--- config.mk ---
export PLATFORM = sky130hd
export DESIGN_NAME = candidate_score_sorter
export DESIGN_NICKNAME = d
export VERILOG_FILES = /design/src/sv/csort_pkg.sv /design/src/sv/csort_ctrl.sv /design/src/sv/csort_dp.sv /design/src/sv/candidate_score_sorter.sv
export VERILOG_INCLUDE_DIRS = /design/src /design/src/sv
export SDC_FILE = /design/constraint.sdc
export NUM_CORES = 1
export LEC_CHECK = 0
export ABC_AREA = 1
export BUFFER_PORTS_ARGS = -buffer_cell sky130_fd_sc_hd__buf_2
export CAP_MARGIN = 20
export CELL_PAD_IN_SITES_DETAIL_PLACEMENT = 1
export CELL_PAD_IN_SITES_GLOBAL_PLACEMENT = 1
export CORE_MARGIN = 4
export CORE_UTILIZATION = 43
export DETAILED_ROUTE_END_ITERATION = 8
export PLACE_DENSITY = 0.84
export SLEW_MARGIN = 20
export SYNTH_ARGS = -nofsm -noshare
export SYNTH_HDL_FRONTEND = slang
export SYNTH_SLANG_ARGS = --single-unit
--- constraint.sdc ---
create_clock -name clk -period 2.4 [get_ports clk]
set_input_delay 0.48 -clock clk [delete_from_list [all_inputs] [get_ports clk]]
set_output_delay 0.48 -clock clk [all_outputs]
set_load 0.02 [all_outputs]
--- src/sv/candidate_score_sorter_macros.svh ---
// Assertion macros for the candidate score sorter.
`ifndef CANDIDATE_SCORE_SORTER_MACROS_SVH
`define CANDIDATE_SCORE_SORTER_MACROS_SVH

`ifndef ASSERT_OFF
// same-cycle implication, sampled on clk, off while in reset
`define CSS_ASSERT_NOW(lbl, ante, cons, msg) \
	lbl: assert property (@(posedge clk) disable iff (!arst_n) (ante) |-> (cons)) \
		else $error(msg);
// next-cycle implication
`define CSS_ASSERT_NXT(lbl, ante, cons, msg) \
	lbl: assert property (@(posedge clk) disable iff (!arst_n) (ante) |=> (cons)) \
		else $error(msg);
`else
`define CSS_ASSERT_NOW(lbl, ante, cons, msg)
`define CSS_ASSERT_NXT(lbl, ante, cons, msg)
`endif

`endif

--- src/sv/csort_pkg.sv ---
package csort_pkg;

	localparam int MAX_CANDIDATES_DEF = 16;
	localparam int SCORE_W = 16;
	localparam int TAG_W = 8;
	localparam int TOTAL_W = 5;

	typedef struct packed {
		logic [SCORE_W-1:0] score;
		logic [TAG_W-1:0]   word_tag;
		logic               last_in_query;
		logic               empty_query;
	} in_item_t;

	typedef struct packed {
		logic [SCORE_W-1:0] sorted_score;
		logic [TAG_W-1:0]   sorted_tag;
		logic [TOTAL_W-1:0] candidate_total;
		logic               dropped;
		logic               end_of_list;
	} result_t;

	// controller -> datapath
	typedef struct packed {
		logic ins;    // place the item in the chain
		logic flush;  // empty query: drop held list, give the zero result
		logic pop;    // shift the head out as a result
	} csort_cmd_t;

	// datapath -> controller
	typedef struct packed {
		logic last_pop;  // head is the only valid entry left
	} csort_stat_t;

endpackage

--- src/sv/csort_ctrl.sv ---
module csort_ctrl (
	input  logic                   clk,
	input  logic                   arst_n,
	input  logic                   start,
	input  csort_pkg::in_item_t    item,
	input  csort_pkg::csort_stat_t stat,
	output csort_pkg::csort_cmd_t  cmd,
	output logic                   busy
);
	import csort_pkg::*;

	typedef enum logic [1:0] {
		ST_IDLE = 2'b01,
		ST_EMIT = 2'b10
	} state_t;

	state_t state_q, state_d;

	always_comb begin
		state_d = state_q;
		cmd = '0;
		unique case (state_q)
			ST_IDLE: begin
				if (start) begin
					if (item.empty_query) begin
						cmd.flush = 1'b1;
					end else begin
						cmd.ins = 1'b1;
						if (item.last_in_query) begin
							state_d = ST_EMIT;
						end
					end
				end
			end
			ST_EMIT: begin
				cmd.pop = 1'b1;
				if (stat.last_pop) begin
					state_d = ST_IDLE;
				end
			end
			default: begin
				state_d = ST_IDLE;
			end
		endcase
	end

	always_ff @(posedge clk or negedge arst_n) begin
		if (!arst_n) begin
			state_q <= ST_IDLE;
		end else begin
			state_q <= state_d;
		end
	end

	assign busy = (state_q == ST_EMIT);

endmodule

--- src/sv/csort_dp.sv ---
module csort_dp #(
	parameter int MaxCand = csort_pkg::MAX_CANDIDATES_DEF
) (
	input  logic                   clk,
	input  logic                   arst_n,
	input  csort_pkg::in_item_t    item,
	input  csort_pkg::csort_cmd_t  cmd,
	output csort_pkg::csort_stat_t stat,
	output csort_pkg::result_t     result,
	output logic                   strobe
);
	import csort_pkg::*;

	localparam int CntW = $clog2(MaxCand + 1);

	// insertion chain, entry 0 holds the best score
	logic [SCORE_W-1:0] sc_q [MaxCand];
	logic [TAG_W-1:0]   tg_q [MaxCand];
	logic [MaxCand-1:0] vld_q;
	logic [MaxCand-1:0] vld_sh;
	logic [MaxCand-1:0] ge;
	logic [CntW-1:0]    cnt_q;
	logic               ovf_q;
	logic               full;
	logic               ins_ok;
	result_t            res_q;
	logic               strobe_q;

	assign full   = vld_q[MaxCand-1];
	assign ins_ok = cmd.ins && !full;
	assign vld_sh = vld_q >> 1;
	assign stat.last_pop = !vld_sh[0];

	for (genvar i = 0; i < MaxCand; i++) begin : g_cell
		logic               prev_ge;
		logic               prev_vld;
		logic [SCORE_W-1:0] prev_sc;
		logic [TAG_W-1:0]   prev_tg;
		logic [SCORE_W-1:0] next_sc;
		logic [TAG_W-1:0]   next_tg;
		logic               next_vld;
		logic               here;

		// ties keep arrival order: an equal score stays ahead of the new one
		assign ge[i] = vld_q[i] && (sc_q[i] >= item.score);

		if (i == 0) begin : g_head
			assign prev_ge  = 1'b1;
			assign prev_vld = 1'b1;
			assign prev_sc  = item.score;
			assign prev_tg  = item.word_tag;
		end else begin : g_body
			assign prev_ge  = ge[i-1];
			assign prev_vld = vld_q[i-1];
			assign prev_sc  = sc_q[i-1];
			assign prev_tg  = tg_q[i-1];
		end

		if (i == MaxCand - 1) begin : g_tail
			assign next_sc  = sc_q[i];
			assign next_tg  = tg_q[i];
			assign next_vld = 1'b0;
		end else begin : g_mid
			assign next_sc  = sc_q[i+1];
			assign next_tg  = tg_q[i+1];
			assign next_vld = vld_q[i+1];
		end

		assign here = ins_ok && !ge[i];

		always_ff @(posedge clk) begin
			if (here) begin
				sc_q[i] <= prev_ge ? item.score : prev_sc;
				tg_q[i] <= prev_ge ? item.word_tag : prev_tg;
			end else if (cmd.pop) begin
				sc_q[i] <= next_sc;
				tg_q[i] <= next_tg;
			end
		end

		always_ff @(posedge clk or negedge arst_n) begin
			if (!arst_n) begin
				vld_q[i] <= 1'b0;
			end else if (cmd.flush) begin
				vld_q[i] <= 1'b0;
			end else if (here) begin
				vld_q[i] <= vld_q[i] | prev_vld;
			end else if (cmd.pop) begin
				vld_q[i] <= next_vld;
			end
		end
	end

	// count stays put while the list drains so every result carries the total
	always_ff @(posedge clk or negedge arst_n) begin
		if (!arst_n) begin
			cnt_q    <= '0;
			ovf_q    <= 1'b0;
			strobe_q <= 1'b0;
		end else begin
			strobe_q <= cmd.flush || cmd.pop;
			if (cmd.flush || (cmd.pop && stat.last_pop)) begin
				cnt_q <= '0;
				ovf_q <= 1'b0;
			end else if (cmd.ins) begin
				if (full) begin
					ovf_q <= 1'b1;
				end else begin
					cnt_q <= cnt_q + CntW'(1);
				end
			end
		end
	end

	always_ff @(posedge clk) begin
		if (cmd.flush) begin
			res_q.sorted_score    <= '0;
			res_q.sorted_tag      <= '0;
			res_q.candidate_total <= '0;
			res_q.dropped         <= 1'b0;
			res_q.end_of_list     <= 1'b1;
		end else if (cmd.pop) begin
			res_q.sorted_score    <= sc_q[0];
			res_q.sorted_tag      <= tg_q[0];
			res_q.candidate_total <= TOTAL_W'(cnt_q);
			res_q.dropped         <= ovf_q;
			res_q.end_of_list     <= stat.last_pop;
		end
	end

	assign result = res_q;
	assign strobe = strobe_q;

endmodule

--- src/sv/candidate_score_sorter.sv ---
// Candidate items enter one per cycle while busy is low; each is placed in the sorted chain in the cycle it is taken.
// An item marked last starts the drain: busy rises, and the results are registered from the chain head,
// one per cycle, n results for n held candidates; busy stays high until the last of them is popped.
// An empty-query item gives its single result in the next cycle and does not raise busy.
// The drain shifts the MAX_CANDIDATES-cell chain by one entry a cycle, which sets that rate.
// Reset (arst_n low) empties the chain and drops any query in progress; no result follows.
`include "candidate_score_sorter_macros.svh"

module candidate_score_sorter #(
	parameter int MAX_CANDIDATES = csort_pkg::MAX_CANDIDATES_DEF
) (
	input  logic                clk,
	input  logic                arst_n,
	input  logic                start,
	input  csort_pkg::in_item_t item,
	output logic                busy,
	output csort_pkg::result_t  result,
	output logic                result_strobe
);
	import csort_pkg::*;

	csort_cmd_t  cmd;
	csort_stat_t stat;

	csort_ctrl u_ctrl (
		.clk    (clk),
		.arst_n (arst_n),
		.start  (start),
		.item   (item),
		.stat   (stat),
		.cmd    (cmd),
		.busy   (busy)
	);

	csort_dp #(
		.MaxCand (MAX_CANDIDATES)
	) u_dp (
		.clk    (clk),
		.arst_n (arst_n),
		.item   (item),
		.cmd    (cmd),
		.stat   (stat),
		.result (result),
		.strobe (result_strobe)
	);

	`CSS_ASSERT_NXT(a_empty_result, start && !busy && item.empty_query, result_strobe && result.end_of_list && (result.candidate_total == '0), "empty query must give one closing result")
	`CSS_ASSERT_NXT(a_last_drains, start && !busy && !item.empty_query && item.last_in_query, busy, "last item must start the drain")
	`CSS_ASSERT_NXT(a_drain_order, result_strobe && !result.end_of_list, result_strobe && (result.sorted_score <= $past(result.sorted_score)), "results must be back to back and descending")

endmodule

==> results.yml <==
run_status:
  status: "complete, no violations"
drt:
  drcViolationCount: 0
  viasPerCell: 5.98
  first_iter_violations: 3220
  dr.pass1.iters: 6
  vias: 28500
  ant_nets: 0
  wl_per_cell_um: 24.2
  routed_wl_um: 116000
sta:
  drv_slew: 0
  period_needed_ns: 2.38
  hold_slack_ns: 0.0858
  setup_viol: 0
  finClkSkew_ns: 0.0437
  final-hold-violation-count: 0
  tightestPinTransition_ns: 0.845
  period_share_pct: 99.2
  timing.fmax_mhz: 420
  worst_slack_ns: 0.0197
  max-slew-margin-rel_pct: 43.7
placed_design:
  gp_congestion: 0.889
  post-place-ws_ns: -0.579
  portBuffers: 61
  placed_area_mm2: 0.0325
  hpwl_um: 82000
setup_path:
  startpoint: "u_dp.sc_q[10][7]"
  cp-start-kind: "register"
  required_ns: 2.72
  path_max_fanout: 7
  critPathCaptureType: "register"
  arrival_ns: 2.70
  rr_endpoint: "u_dp.sc_q[10][1]"
  cp-endpoint: "u_dp.sc_q[10][1]"
  r2r_slack_ns: 0.02
  r2r_cells: 13
  reg2reg_from: "u_dp.sc_q[10][7]"
  critPathKind: "register to register"
clocking:
  cts_inserted_buffers: 52
  clock_path_buffers: 3
  cts_tree: "built"
  htreeDepth: 2
  cts_sinks: 440
  cts.clk_slew.worst_paths_ns: 0.06
  clk-insertion-delay-late_ns: 0.64
  root_buffer: "clkbuf_16"
global_routing:
  grt_max_degree: 101
  antenna_found_initial: 0
  grt_pass1_vias: 29200
  grt-ovfl-total: 0
  grt_pass1_wl_um: 173000
  grt_usage_pct: 31.3
die:
  start_util_pct: 43.4
  ios: 62
  die_w_um: 266
  die_area_mm2: 0.0707
  dieHeight_um: 266
  fp-row-count: 94
  core_area_mm2: 0.0659
logic_synthesis:
  synthArstFlopShare_pct: 5.68
  synth_top_area_cell: "edfxtp_1"
  avgSynthCellArea_um2: 7.90
  syn_nets: 3892
  synth_cell_types: 38
  synth-seq-cells: 440
  ys_seq_area_share_pct: 44.7
  synth_edf_count: 384
  netlist_instances: 3622
  syn-cell-area_mm2: 0.0286
  yosys_warnings: 0
  synthMostInstantiatedCell: "nand2_1"
  yosys-top-cells-area: "edfxtp_1 40%, nand2_1 15%, ha_1 11%"
  synth_top_area_share_pct: 40.3
  synthTopCellsByCount: "1178 x nand2_1, 560 x nand3_1, 384 x edfxtp_1"
  synth_ff_type: "edfxtp_1"
final_layout:
  area_growth_pct: 21.3
  nNetsFinal: 4138
  design_area_mm2: 0.0347
  antenna_cells: 0
  drive_gt1_share_pct: 14.6
job:
  cap_violations: 0
worst_hold_path:
  min_path_type: "input port to register"
power_and_ir_drop:
  p_total_uw: 27200
  p_leak_uw: 0.0165
  irDropWorstVdd_v: 0.000531
  power.density_mw_per_mm2: 785
-- worst max-delay path, cell delays in order, from the launching register on --
cell	delay, ns
edfxtp_1	0.46
ha_1	0.35
nand2_1	0.11
inv_1	0.06
nand2_1	0.07
nand2_1	0.06
a21oi_2	0.14
nand2_2	0.11
nand2_1	0.09
nand2_2	0.08
nand2_4	0.13
nand2_2	0.09
nand2_4	0.13
clkbuf_16	0.18
-- power by group --
part           switching, uW  total, uW  internal [uW]
registers                895      10700           9760
clock network           3490       8170           4680
logic                   5370       8420           3040
-- worst min path at each step --
stage,startpoint,depth (start not counted),end
after floorplan,arst_n,0,u_ctrl.state_q[1]
final,item[1],2,u_ctrl.state_q[0]
after detailed placement,u_dp.result[4],2,u_dp.result[4]
after global placement,u_dp.result[0],2,u_dp.result[0]
after global routing,item[1],2,u_ctrl.state_q[0]
after CTS,item[1],2,u_ctrl.state_q[0]
-- layout by cell type, fill, tap and decap left out, types with 5 or more instances in the layout --
cell type  Yosys  layout
o21ai_1       21      21
nand4_1       32      32
nor2_2         0       8
o21bai_1       8       8
nor2_1       158     150
buf_2         69      61
a21oi_1      140     138
nand2_4        1      18
o31ai_1        5       5
nand2_2       24      35
clkinv_2       0      11
buf_12         0      76
o22ai_1       25      25
o21a_1         9       9
clkinv_1       0       5
clkbuf_16      0      59
nor3_1         9       5
a31oi_1       70      70
dfxtp_1       31      31
buf_6          3       6
buf_4         14     258
dfrtp_1       24      24
nand3_1      560     556
inv_1        367     367
edfxtp_1     384     384
nand2_1     1178    1150
o21ai_0       90      90
ha_1         241     238
a21o_1         8       8
clkbuf_1     122      13
-- routing by layer --
metal	global-route usage (%)	part of all wire [%]	vias to the layer above
met3	5.83	9.3	309
met4	13.7	4.9	0
met5	0	0	-
met2	49.5	45	1407
li1	-	-	12600
met1	42.2	40	14200
-- flip-flops by register name, indices dropped and copies added, names as in the netlist --
signal,count
u_dp.g_cell.prev_vld,3
u_dp.cnt_q,5
u_dp.result,31
u_ctrl.state_q,2
u_dp.full,1
u_dp.sc_q,256
u_dp.g_cell.next_vld,12
u_dp.strobe,1
u_dp.ovf_q,1
u_dp.tg_q,128
-- timing repair --
item | CTS | global route
gates resized for setup | 6 | 48
cloned | 0 | 3
setup endpoints to repair | 85 | 487
setup buffers | 0 | 23
hold buffers | 1 | 0
pin swaps | 0 | 3
hold endpoints to repair | 24 | 0
-- metrics by stage --
step,setup TNS [ns],std cells,utilization (%)
global placement,-233.72,4651,49.3
floorplan,-1.14,3622,-
global route,-4.25,4773,52.7
finish,0,4773,52.7
CTS,0,4747,52.0
detailed placement,-279.33,4651,49.3
-- cell type report --
type                    instances  area [um^2]
fillers                      7852        31200
multi-input cells            2594        13700
flip-flops and latches        440        12800
repair buffers                409         3980
clock buffers                  73         1500
inverters                     371         1400
well taps                     864         1080
clock inverters                22          213
-- kinds of logic after synthesis --
family | Yosys count | synth area share (%)
XOR/XNOR | 2 | 0.0613
buffers and inverters | 588 | 8.28
AO/OA/AOI/OAI | 377 | 7.29
flip-flops | 440 | 44.7
AND/OR/NAND/NOR | 1974 | 29.1
adder cells (fa/ha/maj) | 241 | 10.5
No activity file was read; power rests on OpenSTA's default activity.
